===== src/hdl/dd_kin_pkg.sv =====
// shared types, constants and helper functions for the kinematics step block
`default_nettype none
package dd_kin_pkg;

   typedef logic signed [23:0] vel_type;
   typedef logic signed [31:0] pos_type;
   typedef logic [15:0]        head_type;
   typedef logic [22:0]        lim_type;
   typedef logic signed [24:0] wide_type;

   localparam int TIME_STEP_SHIFT = 8;
   localparam int MID_SHIFT  = 26 + TIME_STEP_SHIFT;
   localparam int HEAD_SHIFT = 33 + TIME_STEP_SHIFT;
   localparam int POS_SHIFT  = 31 + TIME_STEP_SHIFT;

   localparam logic signed [31:0] RECIP_TWO_PI = 32'sd683565276;
   localparam logic signed [31:0] CORDIC_GAIN  = 32'sd652032874;
   localparam logic signed [24:0] QUARTER_TURN = 25'sd4194304;
   localparam logic signed [24:0] HALF_TURN    = 25'sd8388608;

   localparam int CSR_INDEX_W = 4;
   localparam int CSR_DATA_W  = 24;
   localparam logic [CSR_INDEX_W-1:0] CSR_HALF_BASE   = 4'd0;
   localparam logic [CSR_INDEX_W-1:0] CSR_MAX_FWD     = 4'd1;
   localparam logic [CSR_INDEX_W-1:0] CSR_MIN_VEL     = 4'd2;
   localparam logic [CSR_INDEX_W-1:0] CSR_MAX_ANG     = 4'd3;
   localparam logic [CSR_INDEX_W-1:0] CSR_LIN_ACCEL   = 4'd4;
   localparam logic [CSR_INDEX_W-1:0] CSR_LIN_DECEL   = 4'd5;
   localparam logic [CSR_INDEX_W-1:0] CSR_ANG_ACCEL   = 4'd6;
   localparam logic [CSR_INDEX_W-1:0] CSR_MAX_WHEEL   = 4'd7;

   typedef struct packed {
      logic        start;
      logic        neg;
      logic [46:0] mag;
      logic [32:0] den;
   } div_req_type;

   typedef struct packed {
      logic        start;
      logic [23:0] angle;
   } cord_req_type;

   function automatic logic signed [24:0] atan_turn(input logic [3:0] idx);
      logic signed [24:0] r;
      case (idx)
         4'd0:    r = 25'sd2097152;
         4'd1:    r = 25'sd1238021;
         4'd2:    r = 25'sd654136;
         4'd3:    r = 25'sd332050;
         4'd4:    r = 25'sd166666;
         4'd5:    r = 25'sd83416;
         4'd6:    r = 25'sd41718;
         4'd7:    r = 25'sd20860;
         4'd8:    r = 25'sd10430;
         4'd9:    r = 25'sd5215;
         4'd10:   r = 25'sd2608;
         4'd11:   r = 25'sd1304;
         4'd12:   r = 25'sd652;
         4'd13:   r = 25'sd326;
         4'd14:   r = 25'sd163;
         default: r = 25'sd81;
      endcase
      return r;
   endfunction

   function automatic wide_type clamp25(input wide_type v, input wide_type lo,
                                        input wide_type hi);
      wide_type r;
      r = v;
      if (r < lo) r = lo;
      if (r > hi) r = hi;
      return r;
   endfunction

   function automatic logic [32:0] abs33(input logic signed [32:0] v);
      logic signed [32:0] n;
      n = -v;
      return v[32] ? n : v;
   endfunction

   function automatic vel_type sat24(input logic signed [32:0] v);
      vel_type r;
      if (v > 33'sd8388607)       r = 24'sh7fffff;
      else if (v < -33'sd8388608) r = 24'sh800000;
      else                        r = v[23:0];
      return r;
   endfunction

   function automatic pos_type sat32(input logic signed [33:0] v);
      pos_type r;
      if (v > 34'sd2147483647)       r = 32'sh7fffffff;
      else if (v < -34'sd2147483648) r = 32'sh80000000;
      else                           r = v[31:0];
      return r;
   endfunction

   function automatic vel_type rate_step(input vel_type cur, input vel_type tgt,
                                         input lim_type up, input lim_type down);
      logic        same;
      logic        faster;
      logic [24:0] acur;
      logic [24:0] atgt;
      wide_type    lim;
      wide_type    d;
      wide_type    s;
      same   = !((cur < 0 && tgt > 0) || (cur > 0 && tgt < 0));
      acur   = cur[23] ? -{cur[23], cur} : {cur[23], cur};
      atgt   = tgt[23] ? -{tgt[23], tgt} : {tgt[23], tgt};
      faster = same && (atgt > acur);
      lim    = faster ? {2'b00, up} : {2'b00, down};
      d      = {tgt[23], tgt} - {cur[23], cur};
      if (d < -lim) d = -lim;
      if (d > lim)  d = lim;
      s      = {cur[23], cur} + d;
      return s[23:0];
   endfunction

endpackage
`default_nettype wire


===== src/hdl/dd_kin_div.sv =====
// restoring divider, one quotient bit per cycle, truncates toward zero
`default_nettype none
module dd_kin_div (
   input  wire logic                     clock,
   input  wire logic                     reset,
   input  wire dd_kin_pkg::div_req_type  req,
   output dd_kin_pkg::vel_type           quot,
   output logic                          done
);
   import dd_kin_pkg::*;

   logic [32:0] rem_ff, rem_in;
   logic [23:0] num_ff, num_in;
   logic [23:0] q_ff, q_in;
   logic [32:0] den_ff, den_in;
   logic        neg_ff, neg_in;
   logic [4:0]  cnt_ff, cnt_in;
   logic        busy_ff, busy_in;
   logic        done_ff, done_in;
   logic [33:0] trial;

   always_comb begin
      rem_in  = rem_ff;
      num_in  = num_ff;
      q_in    = q_ff;
      den_in  = den_ff;
      neg_in  = neg_ff;
      cnt_in  = cnt_ff;
      busy_in = busy_ff;
      done_in = 1'b0;
      trial   = {rem_ff, num_ff[23]};
      if (req.start) begin
         rem_in  = {10'b0, req.mag[46:24]};
         num_in  = req.mag[23:0];
         den_in  = req.den;
         neg_in  = req.neg;
         q_in    = '0;
         cnt_in  = '0;
         busy_in = 1'b1;
      end else if (busy_ff) begin
         if (trial >= {1'b0, den_ff}) begin
            rem_in = 33'(trial - {1'b0, den_ff});
            q_in   = {q_ff[22:0], 1'b1};
         end else begin
            rem_in = trial[32:0];
            q_in   = {q_ff[22:0], 1'b0};
         end
         num_in = {num_ff[22:0], 1'b0};
         cnt_in = cnt_ff + 5'd1;
         if (cnt_ff == 5'd23) begin
            busy_in = 1'b0;
            done_in = 1'b1;
         end
      end
   end

   always_ff @(posedge clock) begin
      if (reset) begin
         busy_ff <= 1'b0;
         done_ff <= 1'b0;
         cnt_ff  <= '0;
      end else begin
         busy_ff <= busy_in;
         done_ff <= done_in;
         cnt_ff  <= cnt_in;
      end
      rem_ff <= rem_in;
      num_ff <= num_in;
      q_ff   <= q_in;
      den_ff <= den_in;
      neg_ff <= neg_in;
   end

   assign quot = neg_ff ? -q_ff : q_ff;
   assign done = done_ff;
endmodule
`default_nettype wire


===== config.mk =====
export PLATFORM = sky130hd
export DESIGN_NAME = dd_kin_div
export DESIGN_NICKNAME = d
export VERILOG_FILES = /design/src/hdl/dd_kin_pkg.sv /design/src/hdl/dd_kin_div.sv
export SDC_FILE = /design/constraint.sdc
export NUM_CORES = 1
export LEC_CHECK = 0
export BUFFER_PORTS_ARGS = -buffer_cell sky130_fd_sc_hd__buf_2
export CAP_MARGIN = 20
export CORE_ASPECT_RATIO = 1.5
export CORE_MARGIN = 3
export CORE_UTILIZATION = 40
export CTS_CLUSTER_DIAMETER = 200
export CTS_CLUSTER_SIZE = 12
export DETAILED_ROUTE_END_ITERATION = 10
export PLACE_DENSITY = 0.63
export REMOVE_ABC_BUFFERS = 1
export SKIP_LAST_GASP = 1
export SYNTH_ARGS = -nofsm -noshare
export SYNTH_HDL_FRONTEND = slang
export SYNTH_SLANG_ARGS = --single-unit

===== constraint.sdc =====
create_clock -name clock -period 4.7 [get_ports clock]
set_input_delay 0.47 -clock clock [delete_from_list [all_inputs] [get_ports clock]]
set_output_delay 0.47 -clock clock [all_outputs]
set_load 0.005 [all_outputs]

==> impl_metrics.tcl <==
set metrics [dict create \
    timing.fmax_mhz 257 \
    final_cells 1035 \
    crit_chain "inv_1, ha_1, inv_1, fa_1, a21o_1, a221o_1, a22oi_4, o22ai_2, o31a_1, or2_1, mux2_4, mux2_2" \
    port_buffers 108 \
    syn_inst 711 \
    clk_latency_ps 420 \
    synth_cell_types 65 \
    numCtsBuffers 17 \
    cpMostUsedCell "inv_1" \
    setup_ws_ps 809 \
    grt.total_usage_pct 16.5 \
    clock_skew_ps 14.2 \
    ir_drop_v 0.000231 \
    nFillCells 1662 \
    drt_pass1_iterations 4 \
    design_area_sq_mm 0.00858 \
    switchingPower_mw 0.984 \
    avgSynthCellArea_sq_um 10.3 \
    synth-seq-cells 122 \
    finalHoldViolCount 0 \
    ys.flop_type "edfxtp_1" \
    slowest_delay_ps 600 \
    crit_fanout 20 \
    vias 5536 \
    synth_warnings 0 \
    yosys-top-cells-area "edfxtp_1, dfxtp_1, mux2_2" \
    p_seq_share_pct 38.4 \
    worstPathRequired_ps 4870 \
    cp_top_family "compound AO/OA/AOI/OAI gates" \
    die_area_sq_mm 0.0199 \
    whs_ps 216 \
    num_io_pins 109 \
    ctsHoldBuffers 0 \
    path_class "reg -> reg" \
    synth_edf_count 81 \
    synth_top_area_share_pct 33.4 \
    relSlewSlack_pct 32.4 \
    p_sw_share_pct 29.2 \
    tns_ps 0 \
    cts_buffer_depth 2 \
    drt_wl_total_mm 16.3 \
    hold_class "in -> reg" \
    layout.nets 929 \
    finalCriticalPeriod_ps 3890 \
    critical_path_buf_inv_count 2 \
    placedInstanceArea_sq_mm 0.00799 \
    dpl_worst_slack_ps 798 \
    maxCapViolCount 0 \
    setup-violations-final 0 \
    cp_data_arrival_time_ps 4060 \
    drv_slew 0 \
    antenna_found_initial 1 \
    yosysTopAreaCell "edfxtp_1" \
    grt_pass1_vias 5383 \
    cts_tree "yes" \
    grt_max_degree 128 \
    rsz0062_at_grt "no" \
    core_sq_mm 0.0176 \
    ys_async_sr_fraction_pct 0 \
    cts-resized-gates 0 \
    root_buffer "clkbuf_16" \
    leakage_nw 3.68 \
    post_drt_wl_per_cell_microns 15.8 \
    overflow 0 \
    clkPwrFrac_pct 38.6 \
    cts_sinks 122 \
    post-route-drc-count 0 \
    dp_cells 1003 \
    ys_seq_area_share_pct 44.6 \
    gp_congestion 0.847 \
    start_util_pct 41.3 \
    grt_pass1_wl_mm 26.0 \
    rows 59 \
    worst_pin_slew_ps 1010 \
    cts.htree.levels 4 \
    status "finished, final reports clean" \
    die_x_microns 116 \
    antennaDiodeCount 0 \
    start_kind "flop" \
    post_route_cells_drive_above_1_share_pct 24.5 \
    postCtsSetupBuffers 0 \
    power_density_mw_per_mm2 393 \
    dp_hpwl_mm 11.5 \
    antenna_left 0 \
    p_int_mw 2.39 \
    p_comb_share_pct 23.0 \
    path_clk_slew_ps 60 \
    area_delta_synth_final_pct 17.7 \
    drtIter0Drc 228 \
    cp-end-kind "flop" \
    vias_per_cell 5.35 \
    post-route-period-util_pct 82.8 \
    syn_area_sq_mm 0.00729 \
    fp.dieH_microns 171 \
    cp_slowest_cell "or2_1" \
]
[cells in the mapped netlist (6+ instances only)]
cell / n
nand4_1: 8
xnor2_1: 38
nor3b_1: 7
dfxtp_1: 41
inv_1: 43
nor3_1: 13
nand2_1: 54
and3_1: 6
nor2b_1: 7
mux2_2: 42
mux2i_1: 27
edfxtp_1: 81
o31ai_1: 8
or4_1: 6
clkbuf_1: 25
nor2_1: 60
a21o_1: 15
ha_1: 35
o21ai_0: 32
xor2_1: 14
a21oi_1: 50
[cells by family after synthesis]
kind of cell	share of synthesized area (%)
AO/OA/AOI/OAI	14.4
adder cells (fa/ha/maj)	6.28
AND/OR/NAND/NOR	12.8
flip-flops	44.6
multiplexers	11.2
buffers and inverters	4.39
XOR/XNOR	6.25
[power by group through the flow]
stage	combinational (mW)	clock (mW)	sequential [mW]
floorplan	0.566	0	1.30
global placement	0.769	0	1.31
detailed placement	0.771	0	1.32
CTS	0.776	1.34	1.29
global route	0.860	1.38	1.30
finish	0.775	1.30	1.29
[final cells by class]
class                           count  area, sq um  area share [%]
Clock buffer                       18          429            5.00
Clock inverter                     14          158            1.84
Inverter                           43          161            1.88
Multi-Input combinational cell    512         3720            43.3
Sequential cell                   122         3250            37.9
Tap cell                          213          267            3.11
Timing Repair Buffer              113          593            6.91
[worst register-to-register path, stage by stage (launching register included)]
cell,delay (ps)
edfxtp_1,350
inv_1,80
ha_1,150
inv_1,50
fa_1,390
a21o_1,210
a221o_1,370
a22oi_4,230
o22ai_2,130
o31a_1,380
or2_1,600
mux2_4,450
mux2_2,260
[metrics by stage]
stage	total power, mW	utilization (%)
2_1_floorplan	1.87	-
3_3_place_gp	2.08	45.3
3_5_place_dp	2.09	45.3
4_1_cts	3.41	48.6
5_1_grt	3.54	48.6
6_report	3.37	48.6
[metal layers]
layer	global-route usage (%)	up-vias	part of all wire, %
li1	-	2789	-
met1	19.3	2584	43
met2	28.2	142	50
met3	5.70	19	6.0
met4	5.00	2	1.2
met5	0	-	0.055
[worst paths after layout]
check / start / end / slack (ps) / cells after the start
max: num_ff[23]$_DFFE_PP_ / rem_ff[9]$_DFFE_PP_ / 810 / 12
min: reset / busy_ff$_SDFF_PP0_ / 220 / 2
max reg2reg: num_ff[23]$_DFFE_PP_ / rem_ff[9]$_DFFE_PP_ / 810 / 12
min reg2reg: cnt_ff[4]$_SDFFE_PP0P_ / done$_SDFF_PP0_ / 500 / 2
[placed cells by master (no fill, tap or decap), types with 4 or more instances in the layout]
master,count
buf_2,107
edfxtp_1,81
nor2_1,60
nand2_1,54
a21oi_1,50
inv_1,43
mux2_2,42
dfxtp_1,40
xnor2_1,38
ha_1,35
o21ai_0,32
mux2i_1,27
clkbuf_16,17
a21o_1,15
xor2_1,14
nor3_1,13
nand4_1,8
o31ai_1,8
nor2b_1,7
nor3b_1,7
inv_6,7
and3_1,6
or4_1,6
o21bai_1,5
a211o_1,5
nand3_1,5
a31oi_1,5
a221o_1,5
mux2_4,5
or3_1,5
a311oi_1,5
buf_4,5
a211oi_1,4
and2_1,4
[flip-flops by register name (all words and copies together) (netlist names)]
name,cells
den_ff,33
done,1
busy_ff,1
cnt_ff,5
q_ff,24
rem_ff,33
num_ff,24
neg_ff,1
(Power assumes the default switching activity.)
