<file path="config.mk">
export PLATFORM = sky130hd
export DESIGN_NAME = dd_kin_cordic
export DESIGN_NICKNAME = d
export VERILOG_FILES = /design/src/hdl/dd_kin_pkg.sv /design/src/hdl/dd_kin_cordic.sv
export SDC_FILE = /design/constraint.sdc
export NUM_CORES = 1
export LEC_CHECK = 0
export BUFFER_PORTS_ARGS = -buffer_cell sky130_fd_sc_hd__buf_2
export CAP_MARGIN = 25
export CORE_MARGIN = 2
export CORE_UTILIZATION = 25
export DETAILED_ROUTE_END_ITERATION = 16
export PLACE_DENSITY_LB_ADDON = 0.1
export SETUP_SLACK_MARGIN = 0.3
export SKIP_LAST_GASP = 1
export SLEW_MARGIN = 20
export SYNTH_ARGS = -nofsm -noshare
export SYNTH_HDL_FRONTEND = slang
export SYNTH_SLANG_ARGS = --single-unit
</file>
<file path="constraint.sdc">
create_clock -name clock -period 11.5 [get_ports clock]
set_input_delay 1.15 -clock clock [delete_from_list [all_inputs] [get_ports clock]]
set_output_delay 1.15 -clock clock [all_outputs]
set_load 0.005 [all_outputs]
</file>
<file path="src/hdl/dd_kin_pkg.sv">
// shared types, constants and helper functions for the kinematics step block
`default_nettype none
package dd_kin_pkg;

   typedef logic signed [23:0] vel_type;
   typedef logic signed [31:0] pos_type;
   typedef logic [15:0]        head_type;
   typedef logic [22:0]        lim_type;
   typedef logic signed [24:0] wide_type;

   localparam int TIME_STEP_SHIFT = 8;
   localparam int MID_SHIFT  = 26 + TIME_STEP_SHIFT;
   localparam int HEAD_SHIFT = 33 + TIME_STEP_SHIFT;
   localparam int POS_SHIFT  = 31 + TIME_STEP_SHIFT;

   localparam logic signed [31:0] RECIP_TWO_PI = 32'sd683565276;
   localparam logic signed [31:0] CORDIC_GAIN  = 32'sd652032874;
   localparam logic signed [24:0] QUARTER_TURN = 25'sd4194304;
   localparam logic signed [24:0] HALF_TURN    = 25'sd8388608;

   localparam int CSR_INDEX_W = 4;
   localparam int CSR_DATA_W  = 24;
   localparam logic [CSR_INDEX_W-1:0] CSR_HALF_BASE   = 4'd0;
   localparam logic [CSR_INDEX_W-1:0] CSR_MAX_FWD     = 4'd1;
   localparam logic [CSR_INDEX_W-1:0] CSR_MIN_VEL     = 4'd2;
   localparam logic [CSR_INDEX_W-1:0] CSR_MAX_ANG     = 4'd3;
   localparam logic [CSR_INDEX_W-1:0] CSR_LIN_ACCEL   = 4'd4;
   localparam logic [CSR_INDEX_W-1:0] CSR_LIN_DECEL   = 4'd5;
   localparam logic [CSR_INDEX_W-1:0] CSR_ANG_ACCEL   = 4'd6;
   localparam logic [CSR_INDEX_W-1:0] CSR_MAX_WHEEL   = 4'd7;

   typedef struct packed {
      logic        start;
      logic        neg;
      logic [46:0] mag;
      logic [32:0] den;
   } div_req_type;

   typedef struct packed {
      logic        start;
      logic [23:0] angle;
   } cord_req_type;

   function automatic logic signed [24:0] atan_turn(input logic [3:0] idx);
      logic signed [24:0] r;
      case (idx)
         4'd0:    r = 25'sd2097152;
         4'd1:    r = 25'sd1238021;
         4'd2:    r = 25'sd654136;
         4'd3:    r = 25'sd332050;
         4'd4:    r = 25'sd166666;
         4'd5:    r = 25'sd83416;
         4'd6:    r = 25'sd41718;
         4'd7:    r = 25'sd20860;
         4'd8:    r = 25'sd10430;
         4'd9:    r = 25'sd5215;
         4'd10:   r = 25'sd2608;
         4'd11:   r = 25'sd1304;
         4'd12:   r = 25'sd652;
         4'd13:   r = 25'sd326;
         4'd14:   r = 25'sd163;
         default: r = 25'sd81;
      endcase
      return r;
   endfunction

   function automatic wide_type clamp25(input wide_type v, input wide_type lo,
                                        input wide_type hi);
      wide_type r;
      r = v;
      if (r < lo) r = lo;
      if (r > hi) r = hi;
      return r;
   endfunction

   function automatic logic [32:0] abs33(input logic signed [32:0] v);
      logic signed [32:0] n;
      n = -v;
      return v[32] ? n : v;
   endfunction

   function automatic vel_type sat24(input logic signed [32:0] v);
      vel_type r;
      if (v > 33'sd8388607)       r = 24'sh7fffff;
      else if (v < -33'sd8388608) r = 24'sh800000;
      else                        r = v[23:0];
      return r;
   endfunction

   function automatic pos_type sat32(input logic signed [33:0] v);
      pos_type r;
      if (v > 34'sd2147483647)       r = 32'sh7fffffff;
      else if (v < -34'sd2147483648) r = 32'sh80000000;
      else                           r = v[31:0];
      return r;
   endfunction

   function automatic vel_type rate_step(input vel_type cur, input vel_type tgt,
                                         input lim_type up, input lim_type down);
      logic        same;
      logic        faster;
      logic [24:0] acur;
      logic [24:0] atgt;
      wide_type    lim;
      wide_type    d;
      wide_type    s;
      same   = !((cur < 0 && tgt > 0) || (cur > 0 && tgt < 0));
      acur   = cur[23] ? -{cur[23], cur} : {cur[23], cur};
      atgt   = tgt[23] ? -{tgt[23], tgt} : {tgt[23], tgt};
      faster = same && (atgt > acur);
      lim    = faster ? {2'b00, up} : {2'b00, down};
      d      = {tgt[23], tgt} - {cur[23], cur};
      if (d < -lim) d = -lim;
      if (d > lim)  d = lim;
      s      = {cur[23], cur} + d;
      return s[23:0];
   endfunction

endpackage
`default_nettype wire

</file>
<file path="src/hdl/dd_kin_cordic.sv">
// rotation mode cordic, one micro-rotation per cycle, sixteen in all
`default_nettype none
module dd_kin_cordic (
   input  wire logic                      clock,
   input  wire logic                      reset,
   input  wire dd_kin_pkg::cord_req_type  req,
   output dd_kin_pkg::pos_type            cos_out,
   output dd_kin_pkg::pos_type            sin_out,
   output logic                           done
);
   import dd_kin_pkg::*;

   pos_type     x_ff, x_in;
   pos_type     y_ff, y_in;
   wide_type    z_ff, z_in;
   logic        neg_ff, neg_in;
   logic [3:0]  iter_ff, iter_in;
   logic        busy_ff, busy_in;
   logic        done_ff, done_in;
   wide_type    z0;
   pos_type     xs;
   pos_type     ys;

   always_comb begin
      x_in    = x_ff;
      y_in    = y_ff;
      z_in    = z_ff;
      neg_in  = neg_ff;
      iter_in = iter_ff;
      busy_in = busy_ff;
      done_in = 1'b0;
      z0      = {req.angle[23], req.angle};
      xs      = x_ff >>> iter_ff;
      ys      = y_ff >>> iter_ff;
      if (req.start) begin
         // fold into +-quarter turn, flip the result afterwards
         if (z0 > QUARTER_TURN) begin
            z_in   = z0 - HALF_TURN;
            neg_in = 1'b1;
         end else if (z0 < -QUARTER_TURN) begin
            z_in   = z0 + HALF_TURN;
            neg_in = 1'b1;
         end else begin
            z_in   = z0;
            neg_in = 1'b0;
         end
         x_in    = CORDIC_GAIN;
         y_in    = '0;
         iter_in = '0;
         busy_in = 1'b1;
      end else if (busy_ff) begin
         if (!z_ff[24]) begin
            x_in = x_ff - ys;
            y_in = y_ff + xs;
            z_in = z_ff - atan_turn(iter_ff);
         end else begin
            x_in = x_ff + ys;
            y_in = y_ff - xs;
            z_in = z_ff + atan_turn(iter_ff);
         end
         iter_in = iter_ff + 4'd1;
         if (iter_ff == 4'd15) begin
            busy_in = 1'b0;
            done_in = 1'b1;
         end
      end
   end

   always_ff @(posedge clock) begin
      if (reset) begin
         busy_ff <= 1'b0;
         done_ff <= 1'b0;
         iter_ff <= '0;
      end else begin
         busy_ff <= busy_in;
         done_ff <= done_in;
         iter_ff <= iter_in;
      end
      x_ff   <= x_in;
      y_ff   <= y_in;
      z_ff   <= z_in;
      neg_ff <= neg_in;
   end

   assign cos_out = neg_ff ? -x_ff : x_ff;
   assign sin_out = neg_ff ? -y_ff : y_ff;
   assign done    = done_ff;
endmodule
`default_nettype wire

</file>
==> impl_results.md, run 1 <==
- TritonCTS clock tree: done
- Die Y: 252 µm
- Min Tclk post-route: 7.00 ns
- Lkg Pwr: 6.84 nW
- Vias in the first global route: 14300
- Seq pwr share: 16.7%
- Full die area: 63700 µm²
- First-pass detailed-route iteration total: 5
- Clk sinks: 118
- Post-synthesis cell area: 15400 µm²
- Int Power: 0.00260 W
- Max-cap viol count: 0
- RSZ-0062 raised after global routing: no
- Dpl cell area: 16400 µm²
- Crit-path cells: buf_4, mux4_2, a21oi_1, nand2_1, o21ai_0, and4_1, and3_1, a21oi_1, xor2_1, ha_1, nand2_1, nor3_1, nand3b_1, o2111ai_1, a221oi_1, o21ai_0, a221oi_1, xnor2_1, a21oi_1, a31o_1
- Syn_area_per_cell: 7.98 µm²
- Netlist cell types: 81
- Post-synthesis register bit count: 118
- GRT Util Overall: 18.0%
- Critical path endpoint: x_ff[31]$_SDFFE_PP0P_
- Least-Margin Pin Slew: 0.934 ns
- R2r endpoint: x_ff[31]$_SDFFE_PP0P_
- Syn_nets: 2067
- R2R Setup Slk: 4.50 ns
- Layout area overhead: 10.2%
- Number of fill cells in the layout: 6667
- Total power: 0.00537 W
- Critical path launch point: iter_ff[1]$_SDFFE_PP0P_
- Hpwl dp: 43500 µm
- Initial Util: 25.1%
- Ys async rst share: 0%
- Reg2reg start: iter_ff[1]$_SDFFE_PP0P_
- Storage element area: 2630 µm²
- CP max FO: 51
- Ant diodes: 0
- NumNets Final: 2055
- Synthesis Warnings: 0
- Switch Pwr: 0.00278 W
- # hold bufs at CTS: 0
- Cell count of the worst reg-to-reg path: 20
- Design Area, Final: 17000 µm²
- Worst-case clock buffer depth: 2
- Worst Path Buf+Inv: 1
- Switch share: 51.7%
- GP Congestion: 0.880
- Crit-path max cell delay: 0.72 ns
- Rel. slew slack: 37.7%
- Clk_skew: 0.0176 ns
- Clock-pin slew on the worst setup and hold paths: 0.07 ns
- Worst VDD drop: 0.138 mV
- CP required: 11.88 ns
- Final hold vios: 0
- Synthesized instance count: 1933
- Post-CTS Setup Bufs: 0
- Area of the multi-input gates: 12000 µm²
- Worst hold path class: reg2reg
- Post-synth EDFFs: 26
- Largest delay share family, worst path: compound AO/OA/AOI/OAI gates
- Core ar.: 61400 µm²
- Critical-path top delay cell: buf_4
- DRC viols: 0
- CTS H-tree depth: 4
- F_max: 143 MHz
- First-pass GRT wire length: 87700 µm
- Post-route ant nets: 0
- CP Launch Type: flip-flop
- DR vias/cell: 5.32
- Crit end category: flip-flop
- Pre-CTS setup slack: 4.51 ns
- Status: finished clean
- Sequential share of the synthesized area: 17.0%
- Gate power share: 72.8%
- Slew Limit Fails: 0
- Critical path's most frequent cell: a21oi_1
- Port Buffer Count: 91
- Vias: 14500
- Fin crit share: 60.9%
- Total wire length: 57200 µm
- Critical path class: reg2reg
- Post_cts resized: 0
- Root buf cell: clkbuf_16
- Layout cells sized above 1: 14.4%
- Initial DRC count: 810
- Clk Latency, worst-skew pair: 0.49 ns
- Io pins: 92
- Power density over the cells: 316 nW/µm²
- Wire per inst: 21.0 µm
- Top FF cell, synth: dfxtp_1
- WP depth: 20
- Setup_tns: 0 ns
- Largest net degree at the start of global routing: 74
- Die X: 252 µm
- CTS Buf Count: 17
- Critical Path AT: 7.38 ns
- Num rows: 91
- Grt total ovfl: 0
- Final setup fails: 0
- Clock power frac: 10.5%
- Final worst slack: 4.50 ns
- Initial antenna violation count: 0
-- cell usage after synthesis (9+ instances only) --
library cell	n	area, µm²
ha_1	104	1300
inv_1	49	184
o21a_1	20	150
clkbuf_1	95	357
nor3_1	30	150
buf_1	21	78.8
mux2_2	52	586
o21ai_0	139	696
nor2b_1	14	87.6
nor4_1	19	119
or4_1	9	67.6
xor2_1	66	578
a22o_1	14	123
edfxtp_1	26	781
mux4_2	52	1170
a221oi_1	13	114
o31ai_1	24	180
xnor2_1	143	1250
nor2_1	179	672
a21oi_1	153	766
dfxtp_1	92	1840
a21boi_0	9	67.6
o21bai_1	15	113
and3_1	12	75.1
o211ai_1	15	113
mux2i_1	71	711
or2_2	17	106
or3_1	22	138
a31oi_1	20	125
nand4_1	11	68.8
buf_2	14	70.1
a21o_1	44	330
o41ai_1	13	114
nand3_1	33	165
a211oi_1	21	158
nand2_1	173	649
nand2b_1	19	119
and2_1	13	81.3
-- how the worst min path moves through the flow --
stage / cells past startpoint / start / to / slack, ns
floorplan: 2 / y_ff[0]$_SDFFE_PP0P_ / y_ff[0]$_SDFFE_PP0P_ / 0.52
global placement: 2 / y_ff[0]$_SDFFE_PP0P_ / y_ff[0]$_SDFFE_PP0P_ / 0.57
detailed placement: 2 / y_ff[0]$_SDFFE_PP0P_ / y_ff[0]$_SDFFE_PP0P_ / 0.59
CTS: 2 / y_ff[0]$_SDFFE_PP0P_ / y_ff[0]$_SDFFE_PP0P_ / 0.60
global route: 2 / y_ff[0]$_SDFFE_PP0P_ / y_ff[0]$_SDFFE_PP0P_ / 0.61
finish: 2 / y_ff[0]$_SDFFE_PP0P_ / y_ff[0]$_SDFFE_PP0P_ / 0.58
-- logic make-up after synthesis --
| group | synth area share, % |
|---|---|
| and+or+nand+nor | 17.5 |
| xor gates and xnor gates | 11.9 |
| muxes | 16.7 |
| buffers and inverters | 5.22 |
| AOI/OAI and AO/OA | 23.0 |
| DFF | 17.0 |
| adders and majority gates | 8.82 |
-- cell type report --
| type | instances | share of cell area, % |
|---|---|---|
| clock buffer | 19 | 2.55 |
| tap | 790 | 5.81 |
| sequential | 118 | 15.5 |
| multi-input combinational | 1621 | 70.6 |
| timing repair buffer | 110 | 3.53 |
| inverter | 53 | 1.17 |
| clock inverter | 13 | 0.861 |
-- power by group through the flow --
stage               combinational [W]  sequential (W)  clock [W]
floorplan                     0.00313        0.000630          0
global placement              0.00391        0.000903          0
finish                        0.00391        0.000895   0.000564
detailed placement            0.00389        0.000903          0
CTS                           0.00392        0.000894   0.000586
global route                  0.00437        0.000922   0.000600
-- layout by cell type, fill, tap and decap left out, types with 21 or more instances in the layout --
cell,count
mux4_2,52
dfxtp_1,87
buf_2,90
mux2i_1,71
nand3_1,33
ha_1,104
nor2_1,178
o21ai_0,139
a21oi_1,153
o31ai_1,24
xnor2_1,143
inv_1,49
mux2_2,52
a211oi_1,21
nor3_1,30
xor2_1,66
a21o_1,44
nand2_1,173
or3_1,22
edfxtp_1,26
-- tightest hold or removal path: stages (launching register included) --
cell and delay (ns):
dfxtp_1 0.37, nor2_1 0.12, a211oi_1 0.05
-- per-layer routing --
| layer | GRT usage [%] | vias to the layer above | share of wire [%] |
|---|---|---|---|
| li1 | - | 7086 | - |
| met1 | 23.6 | 7080 | 47 |
| met2 | 30.4 | 269 | 48 |
| met3 | 2.60 | 68 | 3.0 |
| met4 | 5.61 | 0 | 2.1 |
| met5 | 0 | - | 0 |
-- per-stage QoR --
step	instances	hold slack, ns	util [%]
after detailed placement	2692	0.587	26.8
after floorplan	1933	0.517	-
final	2724	0.579	27.7
after global placement	2692	0.575	26.8
after CTS	2724	0.595	27.7
after global routing	2724	0.612	27.7
Note: power is estimated with default switching activity, not from simulation.
==> run 2, diff against run 1 <==
clock period = 5.65 ns   (was 11.5 ns; I/O delays follow)
==> impl_results.md, run 2 (same netlist as run 1, synthesis figures left out) <==
- Gate power share: 79.6% (+6.8 points)
- Worst-case clock buffer depth: 2 (unchanged)
- Initial antenna violation count: 1 (+1)
- CP required: 6.03 ns (-5.85 ns)
- Die Y: 252 µm (unchanged)
- CP max FO: 8 (-84%)
- Clock power frac: 9.1% (-1.4 points)
- First-pass GRT wire length: 93900 µm (+7.1%)
- Wire per inst: 20.8 µm (-0.98%)
- CP Launch Type: flip-flop
- Full die area: 63700 µm² (unchanged)
- Setup_tns: 0 ns (unchanged)
- Initial Util: 25.1% (unchanged)
- CTS H-tree depth: 4 (unchanged)
- Grt total ovfl: 0 (unchanged)
- Cell count of the worst reg-to-reg path: 19 (-5.0%)
- Seq pwr share: 11.3% (-5.4 points)
- Layout area overhead: 25.7%
- Clk Latency, worst-skew pair: 0.50 ns (about the same)
- Least-Margin Pin Slew: 1.06 ns (+0.127 ns)
- Most common cell after layout, fill and taps aside: buf_4
- Root buf cell: clkbuf_16
- Rel. slew slack: 29.2% (-8.5 points)
- First-pass detailed-route iteration total: 5 (unchanged)
- Hold_ws: 0.288 ns (-0.291 ns)
- Min Tclk post-route: 5.34 ns (-1.66 ns)
- Core ar.: 61400 µm² (unchanged)
- NumNets Final: 2283 (+11%)
- Status: finished clean
- RSZ-0062 raised after global routing: yes
- Io pins: 92 (unchanged)
- Total wire length: 61400 µm (+7.3%)
- Switch share: 49.2% (-2.4 points)
- Port Buffer Count: 91 (unchanged)
- Critical path class: reg2reg
- TritonCTS clock tree: done
- Clk_skew: 0.0240 ns (+0.00639 ns)
- GRT Util Overall: 19.4% (+1.4 points)
- WP depth: 19 (-5.0%)
- Vias in the first global route: 15300 (+6.7%)
- Number of fill cells in the layout: 6526 (-2.1%)
- Die X: 252 µm (unchanged)
- Num rows: 91 (unchanged)
- Fin crit share: 94.5% (+34 points)
- Largest net degree at the start of global routing: 49 (-34%)
- Hold depth: 2 (unchanged)
- Critical Path AT: 5.72 ns (-1.66 ns)
- Int Power: 0.00653 W (+150%)
- Ant diodes: 0 (unchanged)
- Critical path's most frequent cell: a221oi_2
- Initial DRC count: 746 (-7.9%)
- Hpwl dp: 48000 µm (+10%)
- CTS Buf Count: 17 (unchanged)
- Layout cells sized above 1: 27.1% (+13 points)
- Final hold vios: 0 (unchanged)
- Critical-path top delay cell: mux4_2
- Worst VDD drop: 0.305 mV (+120%)
- Lkg Pwr: 8.13 nW (+19%)
- Clk sinks: 118 (unchanged)
- Most frequent cells in the layout: buf_4 (230), nor2_1 (174), nand2_1 (172)
- Crit-path cells: buf_12, mux4_2, mux2_4, or4_4, a2111oi_4, and3_4, nor2_2, xnor2_2, ha_1, a21oi_2, o211ai_1, a221oi_2, o2111ai_2, a221oi_2, o21ai_2, a221oi_2, xnor2_1, a21oi_1, a31o_1
- Final setup fails: 0 (unchanged)
- F_max: 187 MHz (+31%)
- Crit end category: flip-flop
- GP Congestion: 0.898 (+2.1%)
- Worst hold path class: in2reg
- Power density over the cells: 662 nW/µm² (+110%)
- DR vias/cell: 5.19 (-2.6%)
- Clock-pin slew on the worst setup and hold paths: 0.08 ns (about the same)
- Crit-path max cell delay: 0.54 ns (-0.18 ns)
- DRC viols: 0 (unchanged)
- # hold bufs at CTS: 0 (unchanged)
- Worst Path Buf+Inv: 1 (unchanged)
- Largest delay share family, worst path: compound AO/OA/AOI/OAI gates
- Switch Pwr: 0.00633 W (+130%)
- Max-cap viol count: 0 (unchanged)
- Slew Limit Fails: 0 (unchanged)
- Vias: 15300 (+5.6%)
- Post-route ant nets: 0 (unchanged)
[run 2: changes by cell type in the layout (fill, tap and decap cells not counted), sizes merged]
cell	before	now
inv	54	60
buf	110	338
clkinvlp	5	1
bufinv	2	1
clkbuf	19	17
clkinv	5	6
[run 2: metrics by stage]
stage | cells | worst slack [ns] | total power [W] | cell area, µm² | utilization [%]
after floorplan | 1933 | 0.349 | 0.00764 | 15400 | -
after global placement | 2884 | -0.128 | 0.0109 | 17900 | 29.2
after detailed placement | 2884 | -0.179 | 0.0109 | 17900 | 29.2
after CTS | 2937 | 0.261 | 0.0124 | 18900 | 30.8
after global routing | 2952 | 0.0308 | 0.0140 | 19400 | 31.6
final | 2952 | 0.310 | 0.0129 | 19400 | 31.6
[run 2: timing repair]
action / CTS / global route
pin swaps: 16 / 52
setup buffers: 19 / 15
setup endpoints to repair: 21 / 23
cloned: 2 / 0
resized for setup: 49 / 82
[run 2: per-layer routing]
layer,vias up,part of all wire (%),track usage (%)
met5,-,0,0
met4,0,2.2,5.75
met3,56,3.1,2.56
met2,258,48,32.6
met1,7467,47,25.8
li1,7529,-,-
[run 2: worst reg2reg max path: stages, from the launching register on]
cell	delay, ns
dfxtp_4	0.49
buf_12	0.16
mux4_2	0.54
mux2_4	0.30
or4_4	0.54
a2111oi_4	0.34
and3_4	0.24
nor2_2	0.05
xnor2_2	0.18
ha_1	0.33
a21oi_2	0.19
o211ai_1	0.15
a221oi_2	0.31
o2111ai_2	0.25
a221oi_2	0.32
o21ai_2	0.13
a221oi_2	0.25
xnor2_1	0.17
a21oi_1	0.09
a31o_1	0.20
[run 2: layout make-up]
type                    count  area [µm²]  area share [%]
clock inverters            15         176           0.909
well taps                 790         988            5.09
inverters                  53         199            1.03
multi-input cells        1621       12500            64.3
clock buffers              17         425            2.19
repair buffers            338        2500            12.9
flip-flops and latches    118        2640            13.6
[run 2: power groups by stage]
stage | clock (W) | sequential (W) | combinational [W]
floorplan | 0 | 0.00128 | 0.00636
global placement | 0 | 0.00147 | 0.00947
detailed placement | 0 | 0.00146 | 0.00946
CTS | 0.00120 | 0.00145 | 0.00975
global route | 0.00123 | 0.00147 | 0.0113
finish | 0.00117 | 0.00145 | 0.0102
[run 2: worst paths after layout]
check                          startpoint                     to  slack [ns]
setup / recovery  iter_ff[1]$_SDFFE_PP0P_  x_ff[31]$_SDFFE_PP0P_        0.31
hold / removal                      reset     busy_ff$_SDFF_PP0_        0.29
setup reg to reg  iter_ff[1]$_SDFFE_PP0P_  x_ff[31]$_SDFFE_PP0P_        0.31
hold reg to reg      x_ff[2]$_SDFFE_PP0P_   x_ff[2]$_SDFFE_PP0P_        0.62
